--- src/hdl/gcmap_pkg.sv ---
// gcmap_pkg: shared types and constants of the cover map stamp block
// depends on nothing; used by the front, queue, back and top level modules and the testbench
package gcmap_pkg;

   localparam int POS_W      = 7;
   localparam int COORD_W    = 8;
   localparam int AMOUNT_W   = 5;
   localparam int KIND_W     = 2;
   localparam int CMD_W      = 2;
   localparam int CELL_W     = 8;
   localparam int CSR_IDX_W  = 1;
   localparam int CSR_DATA_W = 8;
   localparam int REQ_DATA_W = 32;
   localparam int RSP_DATA_W = 8;

   localparam logic [CSR_DATA_W-1:0] GRID_SIZE_RESET = 8'd128;

   // register indexes
   localparam logic [CSR_IDX_W-1:0] CSR_GRID_WIDTH  = 1'b0;
   localparam logic [CSR_IDX_W-1:0] CSR_GRID_HEIGHT = 1'b1;

   // cover kinds
   localparam logic [KIND_W-1:0] KIND_NONE       = 2'd0;
   localparam logic [KIND_W-1:0] KIND_VEGETATION = 2'd1;
   localparam logic [KIND_W-1:0] KIND_TREE       = 2'd2;
   localparam logic [KIND_W-1:0] KIND_SOLID      = 2'd3;

   // cell flag bit positions
   localparam int FLAG_VEG_BIT   = 5;
   localparam int FLAG_TREE_BIT  = 6;
   localparam int FLAG_SOLID_BIT = 7;

   typedef enum logic [CMD_W-1:0] {
      CMD_SET_KIND   = 2'd0,
      CMD_SET_AMOUNT = 2'd1,
      CMD_STAMP_AREA = 2'd2,
      CMD_READ       = 2'd3
   } cmd_type;

   // work handed from front to back
   typedef enum logic [1:0] {
      OP_STAMP      = 2'd0,
      OP_SET_AMOUNT = 2'd1,
      OP_READ       = 2'd2,
      OP_BAD_READ   = 2'd3
   } op_type;

   typedef struct packed {
      op_type                op;
      logic [COORD_W-1:0]    x_lo;
      logic [COORD_W-1:0]    x_hi;
      logic [COORD_W-1:0]    y_lo;
      logic [COORD_W-1:0]    y_hi;
      logic [AMOUNT_W-1:0]   amount;
      logic [KIND_W-1:0]     kind;
   } desc_type;

endpackage

--- src/hdl/gcmap_fifo.sv ---
// gcmap_fifo: two-entry queue of work descriptors between front and back
// depends on gcmap_pkg
module gcmap_fifo (
   input  logic                 clock,
   input  logic                 reset,
   input  logic                 push,
   input  gcmap_pkg::desc_type  push_desc,
   input  logic                 pop,
   output gcmap_pkg::desc_type  head,
   output logic                 full,
   output logic                 empty
);

   localparam int DEPTH = 2;
   localparam int PTR_W = $clog2(DEPTH);

   gcmap_pkg::desc_type entry_ff [DEPTH];
   logic [PTR_W-1:0]    wr_ptr_ff, wr_ptr_in;
   logic [PTR_W-1:0]    rd_ptr_ff, rd_ptr_in;
   logic [PTR_W:0]      count_ff, count_in;
   logic                do_push, do_pop;

   assign full    = (count_ff == (PTR_W+1)'(DEPTH));
   assign empty   = (count_ff == '0);
   assign head    = entry_ff[rd_ptr_ff];
   assign do_push = push && !full;
   assign do_pop  = pop && !empty;

   always_comb begin
      wr_ptr_in = do_push ? wr_ptr_ff + PTR_W'(1) : wr_ptr_ff;
      rd_ptr_in = do_pop ? rd_ptr_ff + PTR_W'(1) : rd_ptr_ff;
      count_in  = count_ff;
      case ({do_push, do_pop})
         2'b10:   count_in = count_ff + (PTR_W+1)'(1);
         2'b01:   count_in = count_ff - (PTR_W+1)'(1);
         default: count_in = count_ff;
      endcase
   end

   always_ff @(posedge clock) begin
      if (reset) begin
         wr_ptr_ff <= '0;
         rd_ptr_ff <= '0;
         count_ff  <= '0;
      end else begin
         wr_ptr_ff <= wr_ptr_in;
         rd_ptr_ff <= rd_ptr_in;
         count_ff  <= count_in;
      end
   end

   always_ff @(posedge clock) begin
      if (do_push) begin
         entry_ff[wr_ptr_ff] <= push_desc;
      end
   end

endmodule

--- config.mk ---
export PLATFORM = sky130hd
export DESIGN_NAME = gcmap_fifo
export DESIGN_NICKNAME = d
export VERILOG_FILES = /design/src/hdl/gcmap_pkg.sv /design/src/hdl/gcmap_fifo.sv
export SDC_FILE = /design/constraint.sdc
export NUM_CORES = 1
export LEC_CHECK = 0
export BUFFER_PORTS_ARGS = -buffer_cell sky130_fd_sc_hd__buf_2
export CORE_ASPECT_RATIO = 0.9
export CORE_UTILIZATION = 38
export DETAILED_ROUTE_END_ITERATION = 8
export HOLD_SLACK_MARGIN = 0.15
export PLACE_DENSITY = 0.65
export SYNTH_ARGS = -nofsm -noshare
export SYNTH_HDL_FRONTEND = slang
export SYNTH_SLANG_ARGS = --single-unit
export TNS_END_PERCENT = 20
--- constraint.sdc ---
create_clock -name clock -period 1.9 [get_ports clock]
set_input_delay 0.095 -clock clock [delete_from_list [all_inputs] [get_ports clock]]
set_output_delay 0.095 -clock clock [all_outputs]
set_load 0.01 [all_outputs]
# Word-level counts from Yosys, hierarchy flattened
# Memories as Yosys holds them, arrays and structs flattened. A register that Yosys moved wholly into a read port is not among the register bits.
# Cells that the tools add are included.
dict set report word_totals {
  register_bits 4
  ram_bits 82
  inputBits 45
  out_inout_bits 43
  word_cells 22
  n_memories 1
}
dict set report op_classes {
  add_sub_neg 4
  n_eq_ne 3
  muxes 5
  n_reduce_logical 6
}
# memory depth word_bits read_ports rd_clocked_by_memory_dff wr line_no
set mem_list {}
lappend mem_list {entry_ff 2 41 1 1 1 gcmap_fifo.sv:17} ;# gcmap_pkg::desc_type entry_ff [DEPTH];
# cell n
set op_table {}
lappend op_table {{equality test 2 bit, second input constant} 2}
lappend op_table {{2-to-1 mux 1 bit} 4}
lappend op_table {{case mux 2 bit (2 select lines)} 1}
lappend op_table {{adder 1 bit, second input constant} 2}
lappend op_table {{adder 2 x 1 -> 2 bit, second input constant} 1}
lappend op_table {{equality test 2 x 1 -> 1 bit, second input constant} 1}
lappend op_table {{logical AND 1 bit} 2}
lappend op_table {{zero test 1 bit} 2}
lappend op_table {{zero test 2 bit} 1}
lappend op_table {{nonzero test 2 bit} 1}
lappend op_table {{subtractor 2 x 1 -> 2 bit, second input constant} 1}

# Depth between registers and ports, before layout
# Gate-level depths: netlist of the first run.
dict set report logic_depth {
  depth_word 5
  depth_mapped 6
  mapped_depth_nobuf 6
}

# Worst setup path after synthesis of the first run
# OpenSTA, ideal clock, no wires.
dict set report synth_timing {
  path_kind {register to register}
  start {register count_ff[0]}
  end {memory entry_ff[0][0] (netlist bit), enable pin}
  setup_ns 0.395
  arrival_time_ns 1.732
  required_time_ns 1.505
  slack_ns -0.228
  stages_incl_launch_ff 5
  n_path_buf 0
  period_less_slack_ns 2.128
  path_cell_list {dfxtp_1 nand2b_2 inv_2 or3_1 inv_1}
}
dict set report synth_via {
  elab_chain_len 5
}
# element line_no
set synth_lines {}
lappend synth_lines {{from (decl)} gcmap_fifo.sv:20} ;# logic [PTR_W:0] count_ff, count_in;
lappend synth_lines {{from (signal assigned)} gcmap_fifo.sv:48} ;# count_ff <= count_in;
lappend synth_lines {{equality test 2 bit} gcmap_fifo.sv:23} ;# assign full = (count_ff == (PTR_W+1)'(DEPTH));
lappend synth_lines {{named net full} gcmap_fifo.sv:10} ;# output logic full,
lappend synth_lines {{zero test 1 bit} gcmap_fifo.sv:26} ;# assign do_push = push && !full;
lappend synth_lines {{logical AND 1 bit} gcmap_fifo.sv:26}
lappend synth_lines {{2-to-1 mux 1 bit} gcmap_fifo.sv:53} ;# if (do_push) begin
lappend synth_lines {{2-to-1 mux 1 bit (implied by the code)} gcmap_fifo.sv:54} ;# entry_ff[wr_ptr_ff] <= push_desc;
lappend synth_lines {{to (decl)} gcmap_fifo.sv:17}
# The timed path passes the listed nets, and every way through them passes these cells.

==> run metrics, run 1 <==
number of antenna diodes 0; Area Overhead vs Synth 39.6%; initial antenna violation count 0; clock network power share 0.253; Max-cap violations 0; combinational share of power 0.272; Sink Count 87; die width 98.3 um; GPL Wtd Cong 0.674; CTS clk-pin slew, worst paths around 0.080 ns; worst skew pair latency 0.35 ns; Crit Path Max Fanout 30; DIE HEIGHT around 89 um; CORE AREA 0.00807 mm2; RR Startpoint count_ff[0]; commonest non-fill, non-tap cells in the layout buf_2, edfxtp_1, dlygate4sd3_1; initial drt markers 73; synthesized instance count between 150 and 200; I/O Buffers 87; row count 31; RSZ-0062 raised after global routing false; Slew @ Worst Pin between 0.3 and 0.4 ns; # setup viols final 0; switching share of total power 0.274; met2 WL slightly below 3 mm; Pint just under 0.004 W; grt total ovfl 0; vias in the first global route roughly 1.9k; Psw about 0.0015 W; CTS root buffer clkbuf_8; I/O pin count 88; period utilisation layout 0.922; Placed Cells around 340; Residual DRC 0; Cells on Worst Hold Path 4; Crit. End Element primary output; post-synth top area cell edfxtp_1; most common cell after layout, fill and taps aside buf_2; Synth top area share 0.776; Overall Global Routing Usage 0.139; fill cell count 640; Hold Vio Cnt, Final 0; htree depth 3; Top Metal Used met4; DP Wirelength 3.62 mm; CTS buffer count 9; FF-to-FF path depth 5; CTS max path bufs 2; post-CTS resize count 0; first-pass detailed-route iteration total 6; Layout Nets around 340; Pleak 1.68 nW; Reg area 0.00256 mm2; largest cells by area after synthesis edfxtp_1, mux2_2, mux2_1; Starting Density 0.393; Crit Path Category flip-flop to primary output; startpoint types flip-flop; Post-Syn Nets 200; Hold Crit Class input port to flip-flop; CTS tree done; hold path start pop; mapped cell area 0.00317 mm2; Max VDD drop a little under 0.9 mV; Tmin final 1.75 ns; largest net degree at the start of global routing 31; first-pass GRT wire length between 8 and 9 mm; Reg power frac 0.474; Non-Filler Instances 399; Met1 Wirelength 2.42 mm; Required @ worst endpoint approximately 1.8 ns; metal3 WL 330 um; Via-to-Cell Ratio roughly 4.6; proportion of layout cells with a drive suffix above 1 0.447; crit path DAT 1.66 ns; synth warn 0; PwrDens 1210 mW/mm2; Multi-input gate area between 500 and 600 um2; post-synthesis cell type count 19; final core utilization 0.549; Slew HR 0.776; die area just under 0.009 mm2; vias ~1.8k; flop-to-flop setup slack around 0.22 ns; Avg Cell Area, Syn 20.6 um2; status completed; fmax ~0.57 GHz; flops & latches, synth slightly below 90; wire length per cell roughly 14 um; ANT nets after route 0; clock skew around 0.0057 ns; register area share after synthesis 0.808; Final Max Tran Viols 0; WL final about 5.7 mm
-- flip-flops by register name, indices dropped and copies added, names as in the netlist, named ones only --
name,flops
wr_ptr_ff,1
entry_ff,82
rd_ptr_ff,1
count_ff,2
-- metrics by stage --
step / setup slack [ns] / hold WS [ns] / total power [W] / cell area, um2 / setup TNS, ns
2_1_floorplan: -0.0921 / 0.164 / 0.00340 / 3180 / -3.78
3_3_place_gp: 0.266 / 0.282 / 0.00399 / 3800 / 0
3_5_place_dp: 0.215 / 0.286 / 0.00400 / 3800 / 0
4_1_cts: 0.0934 / 0.157 / 0.00542 / 4430 / 0
5_1_grt: 0.0566 / 0.239 / 0.00562 / 4430 / 0
6_report: 0.148 / 0.176 / 0.00535 / 4430 / 0
-- routing by layer --
| metal | vias up | track usage |
|---|---|---|
| met5 | - | 0 |
| met4 | 0 | 0.0570 |
| met3 | 6 | 0.0442 |
| met2 | 61 | 0.240 |
| met1 | 890 | 0.163 |
| li1 | 873 | - |
-- area by class of cell --
type,count,area share
Clock buffer,9,0.0280
Clock inverter,7,0.0198
Inverter,3,0.00339
Multi-Input combinational cell,59,0.130
Sequential cell,87,0.579
Tap cell,99,0.0280
Timing Repair Buffer,135,0.212
-- cells in the mapped netlist --
| master | instances |
|---|---|
| a21oi_1 | 2 |
| and3_1 | 1 |
| buf_2 | 4 |
| clkbuf_1 | 1 |
| dfxtp_1 | 5 |
| edfxtp_1 | 82 |
| ha_1 | 1 |
| inv_1 | 2 |
| inv_2 | 1 |
| mux2_1 | 19 |
| mux2_2 | 22 |
| nand2_1 | 1 |
| nand2b_2 | 1 |
| nor2_1 | 4 |
| o21a_1 | 1 |
| o21ai_0 | 2 |
| or3_1 | 2 |
| xnor2_1 | 2 |
| xor2_1 | 1 |
-- logic make-up after synthesis --
family / Yosys count / synth area share
adder cells (fa/ha/maj): 1 / 0.00394
XOR/XNOR: 3 / 0.00829
AO/OA/AOI/OAI: 5 / 0.00868
flip-flops: 87 / 0.808
buffers and inverters: 8 / 0.0110
AND/OR/NAND/NOR: 9 / 0.0146
multiplexers: 41 / 0.146
-- critical path, cell delays in order (launching register included) --
cell,delay (ns)
dfxtp_2,0.54
buf_12,0.25
mux2_2,0.37
buf_2,0.14
-- final timing paths --
check / end
min reg2reg: wr_ptr_ff
max: head[34]
max reg2reg: entry_ff[0][35]
min: rd_ptr_ff
-- power groups by stage --
| stage | Clock, W | Sequential, W | Combinational [W] |
|---|---|---|---|
| 3_3_place_gp | 0 | 0.00258 | 0.00141 |
| 5_1_grt | 0.00146 | 0.00257 | 0.00159 |
| 2_1_floorplan | 0 | 0.00253 | 0.000877 |
| 6_report | 0.00135 | 0.00254 | 0.00146 |
| 3_5_place_dp | 0 | 0.00259 | 0.00141 |
| 4_1_cts | 0.00139 | 0.00255 | 0.00148 |
-- repair_timing --
| action | CTS | global route |
|---|---|---|
| hold buffers | 42 | 0 |
| setup buffers | 0 | 0 |
| hold endpoints to repair | 87 | 0 |
(Power assumes the default switching activity.)
==> run 2: changes to the inputs <==
--- a/config.mk
+++ b/config.mk
@@ -5,12 +5,12 @@
 export SDC_FILE = /design/constraint.sdc
 export NUM_CORES = 1
 export LEC_CHECK = 0
-export BUFFER_PORTS_ARGS = -buffer_cell sky130_fd_sc_hd__buf_2
 export CORE_ASPECT_RATIO = 0.9
 export CORE_UTILIZATION = 38
 export DETAILED_ROUTE_END_ITERATION = 8
+export DONT_BUFFER_PORTS = 1
 export HOLD_SLACK_MARGIN = 0.15
-export PLACE_DENSITY = 0.65
+export PLACE_DENSITY = 0.55
 export SYNTH_ARGS = -nofsm -noshare
 export SYNTH_HDL_FRONTEND = slang
 export SYNTH_SLANG_ARGS = --single-unit
==> run 2 against run 1 <==
The run now ends with design-rule violations left. Clock skew increased by 0.00093 ns. Critical path type is now flip-flop to flip-flop. Combinational power decreased by 20%. Final cell count decreased by 21%.
==> run metrics, run 2 (synthesized netlist as in run 1, its figures left out) <==
status complete, but fails checks (was completed); failing checks design-rule violations; htree depth 3 (unchanged); CTS max path bufs 2 (unchanged); most common cell after layout, fill and taps aside edfxtp_1 (was buf_2); CP bufs+invs 3 (was 2); Sink Count 87 (unchanged); Max VDD drop 0.767 mV (was 0.879 mV); Via-to-Cell Ratio 4.76 (was 4.59); Hold Crit Class input port to flip-flop (unchanged); Residual DRC 5 (was 0); initial antenna violation count 0 (unchanged); Regs by FF count entry_ff x82, count_ff x2 (unchanged); DIE HEIGHT 88.7 um (unchanged); delay-heaviest family, CP simple AND/OR/NAND/NOR gates (was flip-flops); row count 31 (unchanged); WL final 5.02 mm (was 5.74 mm); initial drt markers 47 (was 73); vias 1,496 (was 1,830); ANT nets after route 0 (unchanged); period utilisation layout 0.868 (was 0.922); crit-path max cell delay 0.43 ns (was 0.54 ns); Crit. End Element flip-flop (was primary output); startpoint types flip-flop (unchanged); Final Max Tran Viols 0 (unchanged); I/O pin count 88 (unchanged); postcts setup bufs 0 (unchanged); proportion of layout cells with a drive suffix above 1 0.223 (was 0.447); switching share of total power 0.281 (was 0.274); Layout Nets 257 (was 341); clock skew 0.00666 ns (was 0.00572 ns); CTS tree done (unchanged); Multi-input gate area 576 um2 (unchanged); CTS buffer count 9 (unchanged); I/O Buffers 0 (was 87); crit path DAT 1.69 ns (was 1.66 ns); GPL Wtd Cong 0.745 (was 0.674); Max-cap violations 0 (unchanged); DP Wirelength 3.38 mm (was 3.62 mm); Slew HR 0.802 (was 0.776); Hold Vio Cnt, Final 0 (unchanged); PwrDens 1230 mW/mm2 (was 1210 mW/mm2); Slew @ Worst Pin 0.297 ns (was 0.336 ns); CTS root buffer clkbuf_8 (unchanged); Final Hold Slack 0.354 ns (was 0.176 ns); Crit Path Category flip-flop to flip-flop (was flip-flop to primary output); Pint 0.00353 W (was 0.00388 W); CP cell instances nand2b_2 -> inv_2 -> or3_1 -> clkinvlp_4 -> buf_12 (was buf_12 -> mux2_2 -> buf_2); fill cell count 684 (was 640); wire length per cell 16.0 um (was 14.4 um); fmax 0.606 GHz (was 0.571 GHz); first-pass detailed-route iteration total 8 (was 6); final instance area 0.00399 mm2 (was 0.00443 mm2); Pleak 1.34 nW (was 1.68 nW); Crit Path Max Fanout 21 (was 30); Starting Density 0.393 (unchanged); Tmin final 1.65 ns (was 1.75 ns); # setup viols final 0 (unchanged); first-pass GRT wire length 8.04 mm (was 8.80 mm); RSZ-0062 raised after global routing false (unchanged); worst skew pair latency 0.34 ns (was 0.35 ns); die area 0.00872 mm2 (unchanged); vias in the first global route 1,543 (was 1,907); number of antenna diodes 0 (unchanged); post-CTS resize count 0 (unchanged); Reg area 0.00256 mm2 (unchanged); post-placement cell area 0.00335 mm2 (was 0.00380 mm2); Psw 0.00138 W (was 0.00147 W); largest net degree at the start of global routing 24 (was 31); max FFs per register 82 (unchanged); CTS clk-pin slew, worst paths 0.08 ns (about the same); slowest CP cell dfxtp_1 (was dfxtp_2); Required @ worst endpoint 1.95 ns (was 1.80 ns); Overall Global Routing Usage 0.124 (was 0.139); hold path start push (was pop); commonest non-fill, non-tap cells in the layout edfxtp_1, dlygate4sd3_1, mux2_2 (was buf_2, edfxtp_1, dlygate4sd3_1); die width 98.3 um (unchanged); CP Launch Point count_ff[0]; grt total ovfl 0 (unchanged); most flop-heavy register entry_ff (unchanged); Area Overhead vs Synth 25.9% (was 39.6%); combinational share of power 0.239 (was 0.272); Reg power frac 0.510 (was 0.474); clock network power share 0.252 (was 0.253); RR Startpoint count_ff[0] (unchanged); CORE AREA 0.00807 mm2 (unchanged)
[run 2: cell types whose count changed in the layout (fill, tap and decap cells not counted), sizes merged]
cell	previous run	this run
bufinv	2	1
dlygate4sd3	42	45
inv	2	4
buf	93	6
clkinv	3	0
clkinvlp	3	4
[run 2: timing repair]
action	in CTS	in global routing
endpoints found under the setup margin	0	0
hold buffers	45	0
endpoints found under the hold margin	87	0
[run 2: worst paths after layout]
path,end,slack (ns),cells past startpoint
worst max register to register,entry_ff[0][36],0.25,5
worst min register to register,wr_ptr_ff,0.51,2
worst min-delay path,entry_ff[1][35],0.35,2
worst max-delay path,entry_ff[0][36],0.25,5
[run 2: area by class of cell]
type,instances,area share
multi-input cells,59,0.144
flip-flops and latches,87,0.642
clock inverters,6,0.0175
clock buffers,9,0.0310
inverters,3,0.00376
well taps,99,0.0310
repair buffers,51,0.130
[run 2: power groups by stage]
stage / clock network (W) / logic, W / registers (W)
4_1_cts: 0.00127 / 0.00120 / 0.00251
2_1_floorplan: 0 / 0.000877 / 0.00253
3_5_place_dp: 0 / 0.00109 / 0.00255
5_1_grt: 0.00134 / 0.00128 / 0.00253
3_3_place_gp: 0 / 0.00107 / 0.00253
6_report: 0.00124 / 0.00117 / 0.00251
[run 2: worst reg2reg max path, delay by kind of cell, from the launching register on]
| family | cells | cell delay [ns] |
|---|---|---|
| buf+inv | 3 | 0.38 |
| flops | 1 | 0.43 |
| simple gates | 2 | 0.54 |
[run 2: layer usage]
layer	part of all wire	GRT usage	wire length, um
met1	0.40	0.142	2030
met2	0.50	0.199	2500
met3	0.089	0.0592	448
met4	0.0098	0.0611	49
met5	0	0	0
[run 2: stage by stage]
step	utilization	power (W)	cells	TNS, ns	setup WS (ns)
after floorplan	-	0.00340	154	-3.78	-0.0921
after global placement	0.415	0.00361	254	0	0.314
after detailed placement	0.415	0.00365	254	0	0.253
after CTS	0.495	0.00498	314	0	0.250
after global routing	0.495	0.00516	314	0	0.180
final	0.495	0.00492	314	0	0.251
