==> config.mk <==
export PLATFORM = sky130hd
export DESIGN_NAME = gcmap_front
export DESIGN_NICKNAME = d
export VERILOG_FILES = /design/src/hdl/gcmap_pkg.sv /design/src/hdl/gcmap_front.sv
export SDC_FILE = /design/constraint.sdc
export NUM_CORES = 1
export LEC_CHECK = 0
export ABC_AREA = 1
export BUFFER_PORTS_ARGS = -buffer_cell sky130_fd_sc_hd__clkbuf_2
export CAP_MARGIN = 20
export CORE_ASPECT_RATIO = 0.9
export CORE_MARGIN = 2
export CORE_UTILIZATION = 50
export CTS_CLUSTER_SIZE = 25
export DETAILED_ROUTE_END_ITERATION = 7
export PLACE_DENSITY = 0.83
export SETUP_SLACK_MARGIN = 0.02
export SLEW_MARGIN = 20
export SYNTH_ARGS = -nofsm -noshare
export SYNTH_HDL_FRONTEND = slang
export SYNTH_SLANG_ARGS = --single-unit
==> constraint.sdc <==
create_clock -name clock -period 4.7 [get_ports clock]
set_input_delay 0.47 -clock clock [delete_from_list [all_inputs] [get_ports clock]]
set_output_delay 0.47 -clock clock [all_outputs]
set_load 0.05 [all_outputs]
==> src/hdl/gcmap_pkg.sv <==
// gcmap_pkg: shared types and constants of the cover map stamp block
// depends on nothing; used by the front, queue, back and top level modules and the testbench
package gcmap_pkg;

   localparam int POS_W      = 7;
   localparam int COORD_W    = 8;
   localparam int AMOUNT_W   = 5;
   localparam int KIND_W     = 2;
   localparam int CMD_W      = 2;
   localparam int CELL_W     = 8;
   localparam int CSR_IDX_W  = 1;
   localparam int CSR_DATA_W = 8;
   localparam int REQ_DATA_W = 32;
   localparam int RSP_DATA_W = 8;

   localparam logic [CSR_DATA_W-1:0] GRID_SIZE_RESET = 8'd128;

   // register indexes
   localparam logic [CSR_IDX_W-1:0] CSR_GRID_WIDTH  = 1'b0;
   localparam logic [CSR_IDX_W-1:0] CSR_GRID_HEIGHT = 1'b1;

   // cover kinds
   localparam logic [KIND_W-1:0] KIND_NONE       = 2'd0;
   localparam logic [KIND_W-1:0] KIND_VEGETATION = 2'd1;
   localparam logic [KIND_W-1:0] KIND_TREE       = 2'd2;
   localparam logic [KIND_W-1:0] KIND_SOLID      = 2'd3;

   // cell flag bit positions
   localparam int FLAG_VEG_BIT   = 5;
   localparam int FLAG_TREE_BIT  = 6;
   localparam int FLAG_SOLID_BIT = 7;

   typedef enum logic [CMD_W-1:0] {
      CMD_SET_KIND   = 2'd0,
      CMD_SET_AMOUNT = 2'd1,
      CMD_STAMP_AREA = 2'd2,
      CMD_READ       = 2'd3
   } cmd_type;

   // work handed from front to back
   typedef enum logic [1:0] {
      OP_STAMP      = 2'd0,
      OP_SET_AMOUNT = 2'd1,
      OP_READ       = 2'd2,
      OP_BAD_READ   = 2'd3
   } op_type;

   typedef struct packed {
      op_type                op;
      logic [COORD_W-1:0]    x_lo;
      logic [COORD_W-1:0]    x_hi;
      logic [COORD_W-1:0]    y_lo;
      logic [COORD_W-1:0]    y_hi;
      logic [AMOUNT_W-1:0]   amount;
      logic [KIND_W-1:0]     kind;
   } desc_type;

endpackage

==> src/hdl/gcmap_front.sv <==
// gcmap_front: accepts requests, holds the grid size registers, clips and classifies
// depends on gcmap_pkg
module gcmap_front #(
   parameter int MAX_COLUMNS = 128,
   parameter int MAX_ROWS    = 128
) (
   input  logic                                  clock,
   input  logic                                  reset,
   input  logic                                  req_tvalid,
   output logic                                  req_tready,
   input  logic [gcmap_pkg::REQ_DATA_W-1:0]      req_tdata,
   input  logic [gcmap_pkg::CMD_W-1:0]           req_tuser,
   input  logic                                  csr_we,
   input  logic [gcmap_pkg::CSR_IDX_W-1:0]       csr_addr,
   input  logic [gcmap_pkg::CSR_DATA_W-1:0]      csr_wdata,
   input  logic                                  clearing,
   input  logic                                  fifo_full,
   output logic                                  push,
   output gcmap_pkg::desc_type                   push_desc
);

   localparam int CW = gcmap_pkg::COORD_W;
   localparam int PW = gcmap_pkg::POS_W;

   logic [gcmap_pkg::CSR_DATA_W-1:0] grid_width_ff, grid_width_in;
   logic [gcmap_pkg::CSR_DATA_W-1:0] grid_height_ff, grid_height_in;

   logic [PW-1:0]                    pos_x, pos_y, radius;
   logic [gcmap_pkg::AMOUNT_W-1:0]   amount;
   logic [gcmap_pkg::KIND_W-1:0]     kind;
   logic [CW-1:0]                    cols, rows;
   logic [CW-1:0]                    x_sum, y_sum, x_lo, y_lo, x_hi, y_hi;
   logic                             in_grid, needs_work;

   assign pos_x  = req_tdata[6:0];
   assign pos_y  = req_tdata[13:7];
   assign radius = req_tdata[20:14];
   assign amount = req_tdata[25:21];
   assign kind   = req_tdata[27:26];

   // config writes
   always_comb begin
      grid_width_in  = grid_width_ff;
      grid_height_in = grid_height_ff;
      if (csr_we) begin
         unique case (csr_addr)
            gcmap_pkg::CSR_GRID_WIDTH:  grid_width_in  = csr_wdata;
            gcmap_pkg::CSR_GRID_HEIGHT: grid_height_in = csr_wdata;
            default:                    grid_width_in  = grid_width_ff;
         endcase
      end
   end

   always_ff @(posedge clock) begin
      if (reset) begin
         grid_width_ff  <= gcmap_pkg::GRID_SIZE_RESET;
         grid_height_ff <= gcmap_pkg::GRID_SIZE_RESET;
      end else begin
         grid_width_ff  <= grid_width_in;
         grid_height_ff <= grid_height_in;
      end
   end

   // grid in use, clipped to the store
   assign cols = (int'(grid_width_ff) > MAX_COLUMNS) ? CW'(MAX_COLUMNS) : grid_width_ff;
   assign rows = (int'(grid_height_ff) > MAX_ROWS) ? CW'(MAX_ROWS) : grid_height_ff;

   assign in_grid = ({1'b0, pos_x} < cols) && ({1'b0, pos_y} < rows);

   // square bounds clipped to the grid
   assign x_lo  = (pos_x > radius) ? {1'b0, pos_x - radius} : '0;
   assign y_lo  = (pos_y > radius) ? {1'b0, pos_y - radius} : '0;
   assign x_sum = {1'b0, pos_x} + {1'b0, radius};
   assign y_sum = {1'b0, pos_y} + {1'b0, radius};
   assign x_hi  = (x_sum > cols - CW'(1)) ? cols - CW'(1) : x_sum;
   assign y_hi  = (y_sum > rows - CW'(1)) ? rows - CW'(1) : y_sum;

   always_comb begin
      push_desc.op     = gcmap_pkg::OP_STAMP;
      push_desc.x_lo   = {1'b0, pos_x};
      push_desc.x_hi   = {1'b0, pos_x};
      push_desc.y_lo   = {1'b0, pos_y};
      push_desc.y_hi   = {1'b0, pos_y};
      push_desc.amount = amount;
      push_desc.kind   = kind;
      needs_work       = in_grid;
      unique case (gcmap_pkg::cmd_type'(req_tuser))
         gcmap_pkg::CMD_SET_KIND: begin
            // one-cell stamp with nothing to raise
            push_desc.amount = '0;
         end
         gcmap_pkg::CMD_SET_AMOUNT: begin
            push_desc.op = gcmap_pkg::OP_SET_AMOUNT;
         end
         gcmap_pkg::CMD_STAMP_AREA: begin
            push_desc.x_lo = x_lo;
            push_desc.x_hi = x_hi;
            push_desc.y_lo = y_lo;
            push_desc.y_hi = y_hi;
         end
         gcmap_pkg::CMD_READ: begin
            push_desc.op = in_grid ? gcmap_pkg::OP_READ : gcmap_pkg::OP_BAD_READ;
            needs_work   = 1'b1;
         end
         default: needs_work = in_grid;
      endcase
   end

   assign req_tready = !fifo_full && !clearing;
   assign push       = req_tvalid && req_tready && needs_work;

endmodule

# ---- Word-level counts from Yosys, hierarchy flattened
# Index checks and enable logic that the tools add are counted.
dict set report totals {
  out_inout_bits 43
  wordCells 40
  register_bits 16
  inputBits 49
}
dict set report classes {
  order_cmp 8
  addsub 6
  mux 11
  reduce_logical 9
  n_bitwise 1
  n_eq_ne 3
}
# operator count
set op_table {}
lappend op_table {{$mux W8} 4}
lappend op_table {{$mux W31} 1}
lappend op_table {{$add A7 B7 Y8} 2}
lappend op_table {{$gt A8 B8 Y1} 2}
lappend op_table {{$gt A8 B8 Y1 const B} 2}
lappend op_table {{$lt A7 B8 Y1} 2}
lappend op_table {{$sub A8 B1 Y8 const B} 2}
lappend op_table {{$gt A7 B7 Y1} 2}
lappend op_table {{$mux W7} 2}
lappend op_table {{$sub A7 B7 Y7} 2}
lappend op_table {{$mux W5} 1}
lappend op_table {{$eq A2 B2 Y1 const B} 2}
lappend op_table {{$logic_and A1 B1 Y1} 4}
lappend op_table {{$pmux W2 S2} 1}
lappend op_table {{$reduce_and A2 Y1} 2}
lappend op_table {{$eq A2 B1 Y1 const B} 1}
lappend op_table {{$logic_not A1 Y1} 2}
lappend op_table {{$logic_not A2 Y1} 1}
lappend op_table {{$mux W1} 2}
lappend op_table {{$not A1 Y1} 1}

# ---- Logic depth before layout (Yosys ltp)
# Gate-level depths: netlist of run 1.
dict set report logic_depth {
  ltp_word 6
  ltp_mapped 24
  mapped_depth_nobuf 22
}

# ---- Least setup slack after synthesis of run 1
# Ideal clock, no wire load.
dict set report synth_path {
  kind {input-to-output}
  start {in req_tdata[16] (netlist name)}
  end {out push_desc[14] (netlist name)}
  setup_slack_ns 0.800
  path_stages 22
  path_buffers 2
  required_time_ns 4.230
  arrival_time_ns 3.430
  path_cell_list {inv_1 ha_1 buf_2 inv_1 a21oi_1 nand2_1 nand2_1 nand2_1 nand2_1 nand3_1 nand2_1 inv_1 ha_1 nand2_1 nor2_1 nand2_1 nand2_1 nand2_1 inv_1 clkbuf_1 o21ai_0 a21oi_1}
}
# element line_no
set synth_rtl {}
lappend synth_rtl {{start: declaration} gcmap_front.sv:11} ;# input logic [gcmap_pkg::REQ_DATA_W-1:0] req_tdata,
lappend synth_rtl {{end: declaration} gcmap_front.sv:19} ;# output gcmap_pkg::desc_type push_desc

==> results of run 1 <==
==> per-layer routing <==
layer  part of all wire (%)  track usage, %  vias up  wire [um]
met2                     46           43.78      144       4152
met4                   0.60           4.328        0         55
met5                      0               0        -          0
li1                       -               -     1905          -
met3                    6.7           1.233       12        606
met1                     47           36.72     1627       4297
==> cell type report <==
class | instances | area (um^2)
multi-input combinational | 425 | 2546
tap | 87 | 108.9
clock buffer | 3 | 41.29
sequential | 16 | 320.3
fill | 627 | 2467
inverter | 85 | 319.1
timing repair buffer | 82 | 412.9
==> path summary, 6_finish.rpt <==
path                                    endpoint  slack (ps)  depth (start not counted)
hold / removal    grid_height_ff[7]$_SDFFE_PP1P_         470                          3
hold reg to reg    grid_width_ff[6]$_SDFFE_PP0P_         480                          2
setup / recovery                    push_desc[9]         570                         22
setup reg to reg   grid_width_ff[7]$_SDFFE_PP1P_        3950                          2
==> power breakdown <==
group	leakage, nW	internal [W]	switching, W
Sequential	0.132	0.000145	0.00000789
Combinational	1.97	0.000174	0.000413
Clock	0.0216	0.0000567	0.0000400
Total	2.12	0.000376	0.000461
==> placed cells by master, fill, tap and decap left out, types with 2 or more instances in the layout <==
master | Yosys | routed
a31oi_1 | 3 | 3
o21ai_1 | 14 | 14
clkbuf_2 | 0 | 81
nand3_1 | 19 | 19
dfxtp_1 | 16 | 16
xor2_1 | 8 | 8
nor2_2 | 1 | 2
a211oi_1 | 3 | 3
o22ai_1 | 5 | 5
o31ai_1 | 7 | 7
a21oi_1 | 39 | 39
inv_1 | 80 | 80
o211ai_1 | 9 | 9
o21ai_0 | 28 | 28
xnor2_1 | 5 | 5
conb_1 | 1 | 2
clkbuf_8 | 0 | 3
ha_1 | 57 | 57
nand2_1 | 134 | 134
nor2_1 | 62 | 61
inv_2 | 4 | 4
fa_1 | 4 | 4
nor3_1 | 2 | 2
nand4_1 | 11 | 11
==> cell families (layout without fill, tap and decap cells) <==
kind of cell | Yosys count | count (layout) | synth area share, %
flip-flops | 16 | 16 | 9.820
other | 1 | 2 | 0.1150
AND/OR/NAND/NOR | 234 | 234 | 29.34
XOR/XNOR | 14 | 14 | 3.989
buffers and inverters | 102 | 170 | 12.31
adder cells (fa/ha/maj) | 61 | 61 | 24.32
AO/OA/AOI/OAI | 114 | 114 | 20.10
==> flip-flops by register name (all words and copies together) (netlist names) <==
signal,flops
grid_width_ff,8
grid_height_ff,8
==> worst reg2reg max path: cells and delay by family, from the launching register on <==
| family | cells | cell delay [ps] |
|---|---|---|
| flops | 1 | 390 |
| compound gates | 1 | 170 |
| buf+inv | 1 | 120 |
==> through the flow <==
step | std cells | cell area (um^2) | setup WS (ps)
floorplan | 543 | 3266 | 800.3
global placement | 695 | 3707 | 693.4
detailed placement | 695 | 3707 | 657.7
CTS | 698 | 3749 | 639.7
global route | 698 | 3749 | 53.28
finish | 698 | 3749 | 573.1
==> results.txt, run 1 <==
----------------------------------------------------
[Setup path]
  Worst setup path startpoint ... req_tdata[16]
  Worst Path Required ... about 4200 ps
  CP Cell Sequence ... clkbuf_2, inv_1, ha_1, inv_1, a21oi_1, nand2_1, nand2_1, nand2_1, nand2_1, nand3_1, nand2_1, inv_1, ha_1, a21oi_1, nor2_1, a211oi_1, nand2_1, nand2_1, inv_1, o211ai_1, nand2_1, clkbuf_2
  Category of the critical setup timing path ... in2out
  Critical Path Start Type ... primary input
  Buffering stage count on the worst path with inverters included ... 6
  Kind of end point of the critical path ... output port
  Cell at the slowest stage of the critical path ... ha_1
  Delay-heaviest family, CP ... simple AND/OR/NAND/NOR gates
  R2R Path Start ... grid_width_ff[7]$_SDFFE_PP1P_
  Largest fanout on the critical path ... 11
  Worst path max stage delay ... roughly 400 ps
  Dominant cell type by count on the critical path ... nand2_1
  Arrival time at the worst endpoint ... 3660 ps

[STA]
  Crit path time final ... just over 4000 ps
  Worst-case clock skew ... 0 ps
  Measured slew at the worst slew-check pin ... 722.8 ps
  Unrepaired setup endpoints after global routing ... no
  Total setup violations reported at the end of the flow ... 0
  Setup Total Neg Slack ... 0 ps
  Max_slew headroom ... 51.76%
  Final Hold Fails ... 0
  Max-slew violations ... 0
  Final Hold Slack ... ~470 ps
  Final period utilization ... 87.81%
  Fmax achieved ... ~240 MHz

[Cells and area]
  Proportion of layout cells with a drive suffix above 1 ... between 10% and 20%
  Post-layout net count ... around 720
  Number of diodes added for antenna fixing ... 0
  P&R area growth vs syn ... 14.92%
  Post-route core utilization ... a little over 60%

[Drt]
  WL/cell ... 13.05 um
  Total wire length ... 9111 um
  Antenna viol nets, final ... 0
  Number of optimization iterations in the first detailed-route pass ... 5
  Number of violations reported at the end of detailed-routing iteration 0 ... 303
  Via Count ... between 3000 and 4000
  Drt via density ... between 5 and 6
  Number of DRC violations after detailed routing ... 0

[Synth]
  Synthesized area divided by synthesized cell count ... around 6 um^2
  Number of different library cells in the post-synthesis netlist ... 38
  YS warnings ... 0
  Cell Area, Synth ... 0.003262 mm^2
  Seq/Total Area, Yosys ... around a tenth
  List of most frequent post-synthesis cells ... nand2_1, inv_1, nor2_1, ha_1, a21oi_1
  Proportion of netlist area held by the largest area contributor ... ~22%
  EDFF count, synth ... 0
  Top_reg_cell synth ... dfxtp_1
  Count of mapped cells out of synthesis ... around 540
  Cell types occupying the most area after synthesis ... ha_1, nand2_1, dfxtp_1
  Share of flip-flops with an asynchronous set or reset after synthesis ... 0%
  Flop and latch count out of synthesis ... 16
  Count leader, synth ... nand2_1
  Cell type with the largest total area after synthesis ... ha_1

[Pwr]
  Cell leakage power ... 2.120 nW
  Peak ir drop on the vdd network ... 0.1753 mV
  Final Power ... between 0.0008 and 0.0009 W
  Power density of the placed cells ... 223.1 mW/mm^2

[Floorplanning]
  Io pins ... 92
  Initial Util ... between 50% and 60%
  Core area ... ~0.0062 mm^2
  Die W ... approximately 90 um
  Die Outline Area ... roughly 0.0072 mm^2
  Number of cell rows ... 27
  Vertical die dimension ... approximately 81 um

[CTS]
  CTS-repair resized insts ... 0
  Sink Count ... 16
  Clock input transition at the sequential cells of the worst setup and hold paths ... approximately 50 ps
  Worst-case clock buffer depth ... 2
  Clock buffers created by TritonCTS ... 3
  Buffer cell driving the clock tree root ... clkbuf_8
  Clock latency of the later-clocked register in the worst-skew pair ... about 240 ps
  Number of buffers inserted by post-CTS setup repair ... 0
  Count of H-tree levels built during CTS ... 1
  Hold buffer count at cts ... 0
  CTS tree ... built

[Global route]
  Maximum number of pins on one net before global-route repair ... 32
  Wire length of the first global-routing pass ... ~15000 um
  Aggregate global-route resource usage ... 25.92%
  Number of antenna violations at the first check in global routing ... 0
  Number of global-route vias before repair ... about 3300
  Overflow left after global routing ... 0

[Job]
  # Max-Cap Violations ... 0

[Place]
  Port Buffers ... 81
  Final HPWL DP ... ~7800 um
  Placer's final routability congestion estimate ... 0.9409

[Outcome]
  Result of the run ... finished clean

[Min path]
  Type of the tightest min-delay check ... in2reg
  Worst min-delay path startpoint ... csr_wdata[7]

----------------------------------------------------
No activity file was read; power rests on OpenSTA's default activity.
==> run 2, diff against run 1 <==
- CORE_UTILIZATION: 50 -> 55
- PLACE_DENSITY: 0.83 -> unset
- PLACE_DENSITY_LB_ADDON: unset -> 0.2
- SLEW_MARGIN: 20 -> unset
==> run 2 against run 1 <==
Against the previous run:
- clock-buffer cell count increased by 1
- highest routed layer unchanged
- utilization rose by 5.4 points
- clock power is 22% higher
- non-clock buffer count did not move
- critical path depth is 1 higher
- register-to-register slack about the same
- combinational power shrank 0.7%
- final area down 0.20%
- hold slack improved by 1.0 ps
==> results.txt, run 2 (synthesized netlist as in run 1, its figures left out) <==
----------------------------------------------------
[Setup path]
  Cell at the slowest stage of the critical path ... ha_1
  Critical Path Start Type ... primary input
  Reg-to-reg setup timing slack ... between 3000 and 4000 ps
  Delay-heaviest family, CP ... simple AND/OR/NAND/NOR gates
  Worst Path Required ... around 4200 ps
  Kind of end point of the critical path ... output port
  Worst path max stage delay ... 430 ps
  CP Cell Sequence ... clkbuf_2, inv_1, ha_1, inv_1, a21oi_1, nand2_1, nand2_1, nand2_1, nand2_1, nand3_1, nand2_1, inv_1, ha_1, a21oi_1, nor2_1, a211oi_1, nand2_1, nand2_1, inv_1, nand2_1, o211ai_1, nand2_1, clkbuf_2
  Dominant cell type by count on the critical path ... nand2_1
  Largest fanout on the critical path ... 11
  Category of the critical setup timing path ... in2out
  Arrival time at the worst endpoint ... ~3700 ps
  Buffering stage count on the worst path with inverters included ... 6

[STA]
  Measured slew at the worst slew-check pin ... 661.1 ps
  Total setup violations reported at the end of the flow ... 0
  Max-slew violations ... 0
  Unrepaired setup endpoints after global routing ... no
  Fmax achieved ... ~240 MHz
  Worst Slack Setup Final ... approximately 500 ps
  Setup Total Neg Slack ... 0 ps
  Crit path time final ... 4196 ps
  Final period utilization ... 89.28%
  Final Hold Fails ... 0
  Max_slew headroom ... ~56%
  Worst-case clock skew ... 0 ps

[Cells and area]
  Proportion of layout cells with a drive suffix above 1 ... between 10% and 20%
  Post-layout net count ... between 700 and 800
  Number of diodes added for antenna fixing ... 0
  Top flop regs ... grid_height_ff: 8 flops, grid_width_ff: 8 flops
  Most frequent cells in the layout ... nand2_1, clkbuf_2, inv_1, nor2_1, ha_1
  P&R area growth vs syn ... 14.69%
  Most common cell after layout, fill and taps aside ... nand2_1

[CTS]
  Clock input transition at the sequential cells of the worst setup and hold paths ... roughly 60 ps
  Worst-case clock buffer depth ... 2
  Count of H-tree levels built during CTS ... 1
  Hold buffer count at cts ... 0
  CTS-repair resized insts ... 0
  Number of buffers inserted by post-CTS setup repair ... 0
  CTS tree ... built
  Clock buffers created by TritonCTS ... 3
  Buffer cell driving the clock tree root ... clkbuf_8
  Clock latency of the later-clocked register in the worst-skew pair ... between 200 and 300 ps
  Sink Count ... 16

[Global route]
  Number of antenna violations at the first check in global routing ... 0
  Overflow left after global routing ... 0
  Number of global-route vias before repair ... approximately 3400
  Maximum number of pins on one net before global-route repair ... 32
  Wire length of the first global-routing pass ... between 15000 and 20000 um
  Aggregate global-route resource usage ... 27.09%

[Drt]
  Number of violations reported at the end of detailed-routing iteration 0 ... 165
  Number of DRC violations after detailed routing ... 0
  Antenna viol nets, final ... 0
  Number of optimization iterations in the first detailed-route pass ... 5
  Via Count ... approximately 3700
  WL/cell ... 13.17 um
  Drt via density ... around 5.4
  Total wire length ... 8985 um

[Place]
  Final HPWL DP ... between 7000 and 8000 um
  Placement Setup Slack ... between 500 and 600 ps
  Placer's final routability congestion estimate ... 0.9245
  Port Buffers ... 81

[Pwr]
  Internal power contribution ... around 0.00039 W
  Cell leakage power ... 2.128 nW
  Switching part of the total power ... 54.12%
  Gate power share ... between 60% and 70%
  Power density of the placed cells ... ~230 mW/mm^2
  Share of power burned in the clock network ... 13.9%
  Net Switching ... 0.0004625 W
  Peak ir drop on the vdd network ... 0.3263 mV
  Final Power ... 0.0008545 W
  Sequential fraction of design power ... around 18%

[Floorplanning]
  Number of cell rows ... 26
  Initial Util ... between 50% and 60%
  Vertical die dimension ... 77.06 um
  Core area ... roughly 0.0057 mm^2
  Die Outline Area ... between 0.006 and 0.007 mm^2
  Die W ... 85.18 um
  Io pins ... between 90 and 100

[Outcome]
  Result of the run ... finished clean

[Min path]
  Type of the tightest min-delay check ... in2reg

[Job]
  # Max-Cap Violations ... 0

----------------------------------------------------
==> run 2: layer usage <==
| metal | vias to the layer above | global-route usage (%) | share of wire (%) |
|---|---|---|---|
| met5 | - | 0 | 0 |
| met2 | 126 | 44.61 | 45 |
| met1 | 1634 | 37.73 | 46 |
| met4 | 0 | 6.825 | 2.8 |
| li1 | 1919 | - | - |
| met3 | 20 | 2.691 | 5.5 |
==> run 2: layout make-up <==
class	instances	area, um^2
Fill cell	556	1952
Inverter	85	319.1
Clock buffer	4	55.05
Multi-Input combinational cell	425	2546
Tap cell	70	87.58
Sequential cell	16	320.3
Timing Repair Buffer	82	412.9
==> run 2: final timing paths <==
path,start,to,cells past startpoint
setup / recovery,req_tdata[16],push_desc[10],23
hold / removal,csr_wdata[1],grid_width_ff[1]$_SDFFE_PP0P_,3
setup reg to reg,grid_width_ff[7]$_SDFFE_PP1P_,grid_width_ff[7]$_SDFFE_PP1P_,2
hold reg to reg,grid_width_ff[6]$_SDFFE_PP0P_,grid_width_ff[6]$_SDFFE_PP0P_,2
==> run 2: worst reg2reg max path: cells and delay by family, from the launching register on <==
| kind | cells | cell delay, ps |
|---|---|---|
| AOI/OAI and AO/OA | 1 | 170 |
| buffers and inverters | 1 | 110 |
| DFF | 1 | 400 |
==> run 2: metrics by stage <==
stage	area, um^2	utilization, %	hold slack (ps)	instances
after CTS	3741	65.71	467.9	682
after global placement	3686	64.75	473.5	678
final	3741	65.71	469.9	682
after global routing	3741	65.71	493.3	682
after floorplan	3266	-	445.6	543
after detailed placement	3686	64.75	478.8	678
==> run 2: power by group through the flow <==
stage          logic (W)  registers, W  clock network (W)
6_report        0.000583      0.000153           0.000118
5_1_grt         0.000649      0.000154           0.000127
4_1_cts         0.000579      0.000153           0.000121
3_5_place_dp    0.000576      0.000156                  0
3_3_place_gp    0.000564      0.000155                  0
2_1_floorplan   0.000447      0.000154                  0
